[src/sv/sbr_pkg.sv]
package sbr_pkg;

  // Build-time defaults
  localparam int unsigned HUNT_LIMIT_DEF = 20;
  localparam int unsigned HUNT_W         = 5;

  // Configuration port
  localparam int unsigned CFG_W     = 16;
  localparam int unsigned CFG_IDX_W = 1;
  localparam logic [CFG_IDX_W-1:0] CFG_MAX_PAYLOAD = 1'b0;
  localparam logic [CFG_IDX_W-1:0] CFG_TIMEOUT     = 1'b1;

  localparam logic [7:0]  MAX_PAYLOAD_RST = 8'd253;
  localparam logic [15:0] TIMEOUT_RST     = 16'd1000;

  // Command codes
  localparam logic [1:0] CMD_START = 2'd0;
  localparam logic [1:0] CMD_BYTE  = 2'd1;
  localparam logic [1:0] CMD_TICK  = 2'd2;

  // Result kinds
  localparam logic KIND_PAYLOAD = 1'b0;
  localparam logic KIND_END     = 1'b1;

  // End status codes
  localparam logic [2:0] ST_OK        = 3'd0;
  localparam logic [2:0] ST_NO_HEADER = 3'd1;
  localparam logic [2:0] ST_LEN_SHORT = 3'd2;
  localparam logic [2:0] ST_BAD_SUM   = 3'd3;
  localparam logic [2:0] ST_TOO_LONG  = 3'd4;
  localparam logic [2:0] ST_TIMEOUT   = 3'd5;

  // Framing
  localparam logic [7:0] SYNC_BYTE    = 8'hFF;
  localparam logic [7:0] LEN_OVERHEAD = 8'd2;

  typedef struct packed {
    logic       kind;
    logic [7:0] payload_byte;
    logic [7:0] payload_index;
    logic [7:0] packet_id;
    logic [7:0] error_byte;
    logic [7:0] payload_len;
    logic [2:0] status;
  } res_t;

endpackage

[src/sv/sbr_in_if.sv]
interface sbr_in_if;
  logic       valid;
  logic       ready;
  logic [1:0] cmd;
  logic [7:0] rx_byte;

  modport source (output valid, output cmd, output rx_byte, input ready);
  modport sink (input valid, input cmd, input rx_byte, output ready);
endinterface

[src/sv/sbr_out_if.sv]
interface sbr_out_if;
  logic       valid;
  logic       ready;
  logic       kind;
  logic [7:0] payload_byte;
  logic [7:0] payload_index;
  logic [7:0] packet_id;
  logic [7:0] error_byte;
  logic [7:0] payload_len;
  logic [2:0] status;

  modport source (output valid, output kind, output payload_byte, output payload_index,
                  output packet_id, output error_byte, output payload_len, output status,
                  input ready);
  modport sink (input valid, input kind, input payload_byte, input payload_index,
                input packet_id, input error_byte, input payload_len, input status,
                output ready);
endinterface

[src/sv/sbr_core.sv]
module sbr_core #(
  parameter int unsigned HUNT_LIMIT = sbr_pkg::HUNT_LIMIT_DEF
) (
  input  logic              clk,
  input  logic              rst,
  input  logic              fire,
  input  logic [1:0]        cmd,
  input  logic [7:0]        rx_byte,
  input  logic [7:0]        max_payload,
  input  logic [15:0]       timeout_ticks,
  output logic              res_valid,
  output sbr_pkg::res_t     res
);
  import sbr_pkg::*;

  localparam logic [HUNT_W-1:0] HuntLim = HUNT_W'(HUNT_LIMIT);

  typedef enum logic [6:0] {
    PH_IDLE = 7'b0000001,
    PH_HUNT = 7'b0000010,
    PH_ID   = 7'b0000100,
    PH_LEN  = 7'b0001000,
    PH_ERR  = 7'b0010000,
    PH_DATA = 7'b0100000,
    PH_SUM  = 7'b1000000
  } phase_t;

  phase_t            phase, phase_next;
  logic [7:0]        previous_byte, previous_byte_next;
  logic [HUNT_W-1:0] hunt_count, hunt_count_next;
  logic [7:0]        held_id, held_id_next;
  logic [7:0]        held_length, held_length_next;
  logic [7:0]        held_error, held_error_next;
  logic [7:0]        running_sum, running_sum_next;
  logic [7:0]        byte_index, byte_index_next;
  logic [15:0]       wait_count, wait_count_next;

  logic [15:0]       wait_inc;
  logic [HUNT_W-1:0] hunt_inc;
  logic [7:0]        idx_inc;
  logic [7:0]        body_len;
  logic              header_hit;
  logic              in_body;

  // Per-beat helpers
  assign wait_inc   = (wait_count == 16'hFFFF) ? wait_count : wait_count + 16'd1;
  assign hunt_inc   = hunt_count + HUNT_W'(1);
  assign idx_inc    = byte_index + 8'd1;
  assign body_len   = held_length - LEN_OVERHEAD;
  assign header_hit = (previous_byte == SYNC_BYTE) && (rx_byte == SYNC_BYTE);
  assign in_body    = (phase == PH_DATA) || (phase == PH_SUM);

  // Next state and result for one beat
  always_comb begin
    phase_next         = phase;
    previous_byte_next = previous_byte;
    hunt_count_next    = hunt_count;
    held_id_next       = held_id;
    held_length_next   = held_length;
    held_error_next    = held_error;
    running_sum_next   = running_sum;
    byte_index_next    = byte_index;
    wait_count_next    = wait_count;

    res_valid         = 1'b0;
    res.kind          = KIND_PAYLOAD;
    res.payload_byte  = '0;
    res.payload_index = '0;
    res.packet_id     = held_id;
    res.error_byte    = held_error;
    res.payload_len   = in_body ? body_len : '0;
    res.status        = ST_OK;

    if (fire) begin
      if (cmd == CMD_START) begin
        phase_next         = PH_HUNT;
        previous_byte_next = '0;
        hunt_count_next    = '0;
        held_id_next       = '0;
        held_length_next   = '0;
        held_error_next    = '0;
        running_sum_next   = '0;
        byte_index_next    = '0;
        wait_count_next    = '0;
      end else if (cmd == CMD_TICK && phase != PH_IDLE) begin
        wait_count_next = wait_inc;
        if (wait_inc >= timeout_ticks) begin
          res_valid  = 1'b1;
          res.kind   = KIND_END;
          res.status = ST_TIMEOUT;
          phase_next = PH_IDLE;
        end
      end else if (cmd == CMD_BYTE && phase != PH_IDLE) begin
        wait_count_next = '0;
        unique case (phase)
          PH_IDLE: ;
          PH_HUNT: begin
            if (header_hit) begin
              phase_next = PH_ID;
            end else begin
              previous_byte_next = rx_byte;
              hunt_count_next    = hunt_inc;
              if (hunt_inc >= HuntLim) begin
                res_valid  = 1'b1;
                res.kind   = KIND_END;
                res.status = ST_NO_HEADER;
                phase_next = PH_IDLE;
              end
            end
          end
          PH_ID: begin
            held_id_next = rx_byte;
            phase_next   = PH_LEN;
          end
          PH_LEN: begin
            held_length_next = rx_byte;
            phase_next       = PH_ERR;
          end
          PH_ERR: begin
            held_error_next = rx_byte;
            if (held_length < LEN_OVERHEAD) begin
              res_valid      = 1'b1;
              res.kind       = KIND_END;
              res.error_byte = rx_byte;
              res.status     = ST_LEN_SHORT;
              phase_next     = PH_IDLE;
            end else begin
              running_sum_next = held_id + held_length + rx_byte;
              byte_index_next  = '0;
              phase_next       = (held_length == LEN_OVERHEAD) ? PH_SUM : PH_DATA;
            end
          end
          PH_DATA: begin
            running_sum_next = running_sum + rx_byte;
            byte_index_next  = idx_inc;
            if (byte_index < max_payload) begin
              res_valid         = 1'b1;
              res.payload_byte  = rx_byte;
              res.payload_index = byte_index;
            end
            if (idx_inc >= body_len) begin
              phase_next = PH_SUM;
            end
          end
          PH_SUM: begin
            res_valid  = 1'b1;
            res.kind   = KIND_END;
            phase_next = PH_IDLE;
            priority if (~running_sum != rx_byte) begin
              res.status = ST_BAD_SUM;
            end else if (body_len > max_payload) begin
              res.status = ST_TOO_LONG;
            end else begin
              res.status = ST_OK;
            end
          end
          default: phase_next = PH_IDLE;
        endcase
      end
    end
  end

  // State registers
  always_ff @(posedge clk) begin
    if (rst) begin
      phase         <= PH_IDLE;
      previous_byte <= '0;
      hunt_count    <= '0;
      held_id       <= '0;
      held_length   <= '0;
      held_error    <= '0;
      running_sum   <= '0;
      byte_index    <= '0;
      wait_count    <= '0;
    end else begin
      phase         <= phase_next;
      previous_byte <= previous_byte_next;
      hunt_count    <= hunt_count_next;
      held_id       <= held_id_next;
      held_length   <= held_length_next;
      held_error    <= held_error_next;
      running_sum   <= running_sum_next;
      byte_index    <= byte_index_next;
      wait_count    <= wait_count_next;
    end
  end

  // Checks
  a_phase_onehot: assert property (@(posedge clk) disable iff (rst)
    $onehot(phase))
    else $error("phase register lost its one-hot code");

  a_end_goes_idle: assert property (@(posedge clk) disable iff (rst)
    (res_valid && res.kind == KIND_END) |=> (phase == PH_IDLE))
    else $error("end result not followed by idle");

  a_hunt_below_limit: assert property (@(posedge clk) disable iff (rst)
    (phase == PH_HUNT) |-> (hunt_count < HuntLim))
    else $error("hunt count reached limit while still hunting");

  a_payload_index: assert property (@(posedge clk) disable iff (rst)
    (res_valid && res.kind == KIND_PAYLOAD) |->
      (res.payload_index < max_payload && phase == PH_DATA))
    else $error("payload beat outside data phase or beyond max payload");

endmodule

[src/sv/servo_bus_status_packet_receiver.sv]
// Path: an accepted beat passes the input register, the core step logic and then
//   the result register; the per-beat state update is one pass of logic.
// Throughput: one beat per cycle while the result slot is free or being drained.
// Reset (rst, synchronous, active high): receiver idle, packet state cleared,
//   max_payload = 253, timeout_ticks = 1000, both stages empty.
module servo_bus_status_packet_receiver #(
  parameter int unsigned HUNT_LIMIT = sbr_pkg::HUNT_LIMIT_DEF
) (
  input  logic                            clk,
  input  logic                            rst,
  sbr_in_if.sink                          item,
  sbr_out_if.source                       result,
  input  logic                            cfg_we,
  input  logic [sbr_pkg::CFG_IDX_W-1:0]   cfg_idx,
  input  logic [sbr_pkg::CFG_W-1:0]       cfg_data
);
  import sbr_pkg::*;

  logic [7:0]  max_payload;
  logic [15:0] timeout_ticks;

  logic        q_valid;
  logic [1:0]  q_cmd;
  logic [7:0]  q_byte;
  logic        advance;
  logic        fire;

  logic        step_valid;
  res_t        step_res;
  logic        out_valid;
  res_t        out_res;

  // Configuration registers
  always_ff @(posedge clk) begin
    if (rst) begin
      max_payload   <= MAX_PAYLOAD_RST;
      timeout_ticks <= TIMEOUT_RST;
    end else if (cfg_we) begin
      unique case (cfg_idx)
        CFG_MAX_PAYLOAD: max_payload   <= cfg_data[7:0];
        CFG_TIMEOUT:     timeout_ticks <= cfg_data;
      endcase
    end
  end

  // Handshake: the step runs when the result slot is free or being drained
  assign advance    = !out_valid || result.ready;
  assign fire       = q_valid && advance;
  assign item.ready = !q_valid || advance;

  // Input register
  always_ff @(posedge clk) begin
    if (rst) begin
      q_valid <= 1'b0;
    end else if (item.ready) begin
      q_valid <= item.valid;
    end
  end

  always_ff @(posedge clk) begin
    if (item.valid && item.ready) begin
      q_cmd  <= item.cmd;
      q_byte <= item.rx_byte;
    end
  end

  sbr_core #(
    .HUNT_LIMIT(HUNT_LIMIT)
  ) u_core (
    .clk          (clk),
    .rst          (rst),
    .fire         (fire),
    .cmd          (q_cmd),
    .rx_byte      (q_byte),
    .max_payload  (max_payload),
    .timeout_ticks(timeout_ticks),
    .res_valid    (step_valid),
    .res          (step_res)
  );

  // Result register
  always_ff @(posedge clk) begin
    if (rst) begin
      out_valid <= 1'b0;
    end else if (advance) begin
      out_valid <= fire && step_valid;
    end
  end

  always_ff @(posedge clk) begin
    if (advance && fire && step_valid) begin
      out_res <= step_res;
    end
  end

  assign result.valid         = out_valid;
  assign result.kind          = out_res.kind;
  assign result.payload_byte  = out_res.payload_byte;
  assign result.payload_index = out_res.payload_index;
  assign result.packet_id     = out_res.packet_id;
  assign result.error_byte    = out_res.error_byte;
  assign result.payload_len   = out_res.payload_len;
  assign result.status        = out_res.status;

endmodule
[src/flat_wrapper.sv]
// flat-port wrapper written by rule: the top's interface ports become plain ports
module servo_bus_status_packet_receiver_flat import sbr_pkg::*;
#(
  parameter int unsigned HUNT_LIMIT = sbr_pkg::HUNT_LIMIT_DEF
)
  (clk, rst, cfg_we, cfg_idx, cfg_data, item_valid, item_cmd, item_rx_byte, item_ready, result_valid, result_kind, result_payload_byte, result_payload_index, result_packet_id, result_error_byte, result_payload_len, result_status, result_ready);
  sbr_in_if item_i ();
  sbr_out_if result_i ();
  input  logic clk;
  input  logic rst;
  input  logic cfg_we;
  input  logic [sbr_pkg::CFG_IDX_W-1:0] cfg_idx;
  input  logic [sbr_pkg::CFG_W-1:0] cfg_data;
  input wire logic [$bits(item_i.valid)-1:0] item_valid;
  input wire logic [$bits(item_i.cmd)-1:0] item_cmd;
  input wire logic [$bits(item_i.rx_byte)-1:0] item_rx_byte;
  output wire logic [$bits(item_i.ready)-1:0] item_ready;
  output wire logic [$bits(result_i.valid)-1:0] result_valid;
  output wire logic [$bits(result_i.kind)-1:0] result_kind;
  output wire logic [$bits(result_i.payload_byte)-1:0] result_payload_byte;
  output wire logic [$bits(result_i.payload_index)-1:0] result_payload_index;
  output wire logic [$bits(result_i.packet_id)-1:0] result_packet_id;
  output wire logic [$bits(result_i.error_byte)-1:0] result_error_byte;
  output wire logic [$bits(result_i.payload_len)-1:0] result_payload_len;
  output wire logic [$bits(result_i.status)-1:0] result_status;
  input wire logic [$bits(result_i.ready)-1:0] result_ready;
  assign item_i.valid = item_valid;
  assign item_i.cmd = item_cmd;
  assign item_i.rx_byte = item_rx_byte;
  assign item_ready = item_i.ready;
  assign result_valid = result_i.valid;
  assign result_kind = result_i.kind;
  assign result_payload_byte = result_i.payload_byte;
  assign result_payload_index = result_i.payload_index;
  assign result_packet_id = result_i.packet_id;
  assign result_error_byte = result_i.error_byte;
  assign result_payload_len = result_i.payload_len;
  assign result_status = result_i.status;
  assign result_i.ready = result_ready;
  servo_bus_status_packet_receiver #(.HUNT_LIMIT(HUNT_LIMIT)) u_core (.clk(clk), .rst(rst), .item(item_i), .result(result_i), .cfg_we(cfg_we), .cfg_idx(cfg_idx), .cfg_data(cfg_data));
endmodule
[config.mk]
export PLATFORM = sky130hd
export DESIGN_NAME = servo_bus_status_packet_receiver_flat
export DESIGN_NICKNAME = d
export VERILOG_FILES = /design/src/sv/sbr_pkg.sv /design/src/sv/sbr_in_if.sv /design/src/sv/sbr_out_if.sv /design/src/sv/sbr_core.sv /design/src/sv/servo_bus_status_packet_receiver.sv /design/src/flat_wrapper.sv
export SDC_FILE = /design/constraint.sdc
export NUM_CORES = 1
export LEC_CHECK = 0
export BUFFER_PORTS_ARGS = -buffer_cell sky130_fd_sc_hd__buf_4
export CORE_MARGIN = 1
export CORE_UTILIZATION = 32
export CTS_BUF_LIST = sky130_fd_sc_hd__clkbuf_4 sky130_fd_sc_hd__clkbuf_8
export DETAILED_ROUTE_END_ITERATION = 12
export PLACE_DENSITY_LB_ADDON = 0.05
export SLEW_MARGIN = 0
export SYNTH_ARGS = -nofsm -noshare
export SYNTH_HDL_FRONTEND = slang
export SYNTH_HIERARCHICAL = 1
export SYNTH_SLANG_ARGS = --single-unit
export TNS_END_PERCENT = 100
[constraint.sdc]
create_clock -name clk -period 6.76 [get_ports clk]
set_clock_uncertainty 0.15 [all_clocks]
set_input_delay 1.352 -clock clk [delete_from_list [all_inputs] [get_ports clk]]
set_output_delay 1.352 -clock clk [all_outputs]
set_load 0.02 [all_outputs]
==> impl_metrics.json <==
{
  "cts_resized": 0,
  "tritoncts.num_buffers": 17,
  "antenna_found_initial": 0,
  "postLayoutCoreUtil_pct": 37.54,
  "wl_met3_um": 730,
  "synthAdderAreaFrac_pct": 10.29,
  "netlist_top_cells_area": "dfxtp_1, edfxtp_1, ha_1",
  "met2WireLength_mm": 10.38,
  "drt_pass1_iterations": 9,
  "async_reset_ff_share_pct": 0,
  "dieArea_um2": 27680,
  "syn_inst": 927,
  "top_layer": "met4",
  "cts_max_path_buffers": 2,
  "critPathMaxFanout": 32,
  "min_period_over_period_pct": 76.21,
  "reg2regPathDepth": 17,
  "synth_top_family_by_area": "simple AND/OR/NAND/NOR gates",
  "hold_violations": 0,
  "dpl.hpwl_mm": 16.94,
  "grt_start_max_net_pins": 70,
  "ctsRootBufferMaster": "clkbuf_8",
  "ys_seq_elements": 156,
  "synth.avg_cell_area_um2": 9.327,
  "setup_tns_ps": 0,
  "p_leak_nw": 3.909,
  "status": "complete, but fails checks",
  "cts_setup_buffers": 0,
  "grt_pass1_vias": 6529,
  "area_growth_pct": 14.11,
  "initial_core_util_pct": 32.90,
  "violations": "DRC",
  "grt_setup_unrepaired": "no",
  "max_slew.worst_pin.slew_ps": 1156,
  "yosysTopAreaCellShare_pct": 23.62,
  "worstReg2RegStart": "u_core/u_core/wait_count[0]",
  "clk_pin_slew_ps": 100,
  "fp-row-count": 59,
  "worstHoldPathCells": 1,
  "required_ps": 6730,
  "synth-main-ff-cell": "dfxtp_1",
  "cts_tree": "yes",
  "multi_input_area_um2": 4584,
  "first_iter_violations": 440,
  "portBuffers": 77,
  "r2r-end": "u_core/result.payload_byte[6]",
  "drv_slew": 0,
  "power_per_cell_area_nw_per_um2": 188.9,
  "gr-total-overflow": 0,
  "synth_compound_area_share_pct": 15.18,
  "diodes": 0,
  "cp-start-kind": "flop",
  "htree_levels": 4,
  "ctsHoldBuffers": 0,
  "yosys.area.top_type": "dfxtp_1",
  "wl_met1_mm": 12.18,
  "core-area_um2": 26280,
  "cap_violations": 0,
  "yosys_warnings": 6,
  "path_class": "reg2reg",
  "synth-seq-area-share_pct": 42.37,
  "die_y_um": 166.4,
  "vdd_drop_max_uv": 98.53,
  "clk_latency_ps": 470,
  "post_synth_xor_area_fraction_pct": 4.153,
  "mostFrequentLayoutCells": "nor2_1, dfxtp_1, a21oi_1, buf_4, nand2_1",
  "seq_area_um2": 3664,
  "track_usage_pct": 17.28,
  "dp.cells": 1302,
  "crit_path_end_kind": "flop",
  "synth-simple-area-share_pct": 19.84,
  "synth.cell_area_um2": 8646,
  "synth_cell_types": 79,
  "nFillCells": 2718,
  "worst-r2r-setup-slack_ps": 1610,
  "drc": 6,
  "setup_viol": 0,
  "chipWidth_um": 166.4,
  "gp_congestion": 0.7904,
  "grt_pass1_wl_mm": 37.25,
  "drive_gt1_share_pct": 15.02,
  "final_common_cell": "nor2_1",
  "fin_crit_ps": 5152,
  "wl_mm": 23.50,
  "max_slew_margin_pct": 22.39,
  "synth_mux_area_share_pct": 3.473,
  "ant_nets": 0,
  "vias_per_cell": 5.106,
  "syn_nets": 1023,
  "hp-start": "u_core/timeout_ticks[9]",
  "nets": 1082,
  "stdcell_count": 1334,
  "min_to": "u_core/timeout_ticks[9]",
  "synth_edf_count": 54,
  "hold_class": "reg2reg",
  "clock-sinks": 156,
  "arrival_ps": 5120,
  "fmax_mhz": 194.1,
  "num_io_pins": 78,
  "routedWlPerCell_um": 17.62,
  "routed-via-count": 6811
}
cells by family (layout without fill, tap and decap cells):
logic type / Yosys count / in the layout
flip-flops: 156 / 156
AO/OA/AOI/OAI: 207 / 207
XOR/XNOR: 41 / 41
buffers and inverters: 89 / 161
AND/OR/NAND/NOR: 342 / 342
multiplexers: 26 / 26
adder cells (fa/ha/maj): 66 / 66
metrics by stage:
stage | power (mW) | instance area, um^2 | hold WS [ps] | worst slack (ps)
4_1_cts | 1.900 | 9866 | 336.5 | 1641
6_report | 1.863 | 9866 | 332.6 | 1608
3_3_place_gp | 1.174 | 9474 | 296.5 | 1756
2_1_floorplan | 1.116 | 8646 | 285.4 | 1232
5_1_grt | 1.944 | 9866 | 343.8 | 1245
3_5_place_dp | 1.172 | 9474 | 313.6 | 1646
worst max-delay path, stage by stage, from the launching register on:
cell	delay [ps]
dfxtp_1	450
ha_1	290
nand4_1	250
nor2_1	200
nand4_1	400
nand2_1	380
nor2_1	80
xor2_1	170
ha_1	310
o211ai_1	90
nor3_1	190
a221oi_1	130
o211ai_1	300
nand2_1	210
a21oi_1	180
nand2_1	120
nor2b_4	390
buf_4	470
worst max path at each step:
stage / start / end
finish: u_core/u_core/wait_count[0] / u_core/result.payload_byte[6]
global route: u_core/u_core/wait_count[0] / u_core/result.payload_len[3]
CTS: u_core/u_core/wait_count[0] / u_core/result.payload_len[3]
detailed placement: u_core/u_core/wait_count[0] / u_core/result.packet_id[0]
global placement: u_core/u_core/wait_count[0] / u_core/result.packet_id[0]
floorplan: u_core/u_core/wait_count[5] / u_core/result.error_byte[0]
sequential cells by signal (all words and copies together), names as in the netlist, 2 cells and up:
signal / cells
u_core/u_core/previous_byte: 8
u_core/result.payload_index: 8
u_core/result.packet_id: 8
u_core/u_core/held_length: 8
u_core/timeout_ticks: 16
u_core/u_core/byte_index: 8
u_core/result.payload_byte: 8
u_core/result.status: 3
u_core/u_core/held_error: 8
u_core/u_core/running_sum: 8
u_core/u_core/hunt_count: 5
u_core/u_core/phase: 7
u_core/q_cmd: 2
u_core/q_byte: 8
u_core/result.payload_len: 8
u_core/u_core/held_id: 8
u_core/u_core/wait_count: 16
u_core/max_payload: 8
u_core/result.error_byte: 8
power breakdown:
group / internal (mW) / total, mW / switching [mW]
combinational: 0.0558 / 0.149 / 0.0930
clock: 0.288 / 0.713 / 0.425
sequential: 0.980 / 1.00 / 0.0216
synthesized netlist by cell type, drive strengths merged, types with 7 or more instances:
library cell,instances
clkbuf,28
a31oi,14
and2,16
nand2b,11
nand3,28
xnor2,30
nand2,70
dfxtp,102
nor2,125
mux2i,18
a21o,8
xor2,11
inv,43
a21oi,100
o21ai,31
buf,18
ha,55
mux2,8
o211ai,7
a21bo,9
nor3,15
and3,10
nand4,29
edfxtp,54
a211oi,7
fa,9
per-layer routing:
layer / vias to the layer above / track usage [%]
met2: 118 / 26.71
li1: 3430 / -
met1: 3252 / 25.06
met5: - / 0
met3: 11 / 2.550
met4: 0 / 4.428
layout make-up:
type	instances	area share (%)
Multi-Input combinational cell	682	46.47
Sequential cell	156	37.13
Clock inverter	14	1.458
Tap cell	335	4.249
Inverter	43	1.636
Timing Repair Buffer	86	6.544
Clock buffer	18	2.511
Power figures use the tool's default switching activity.
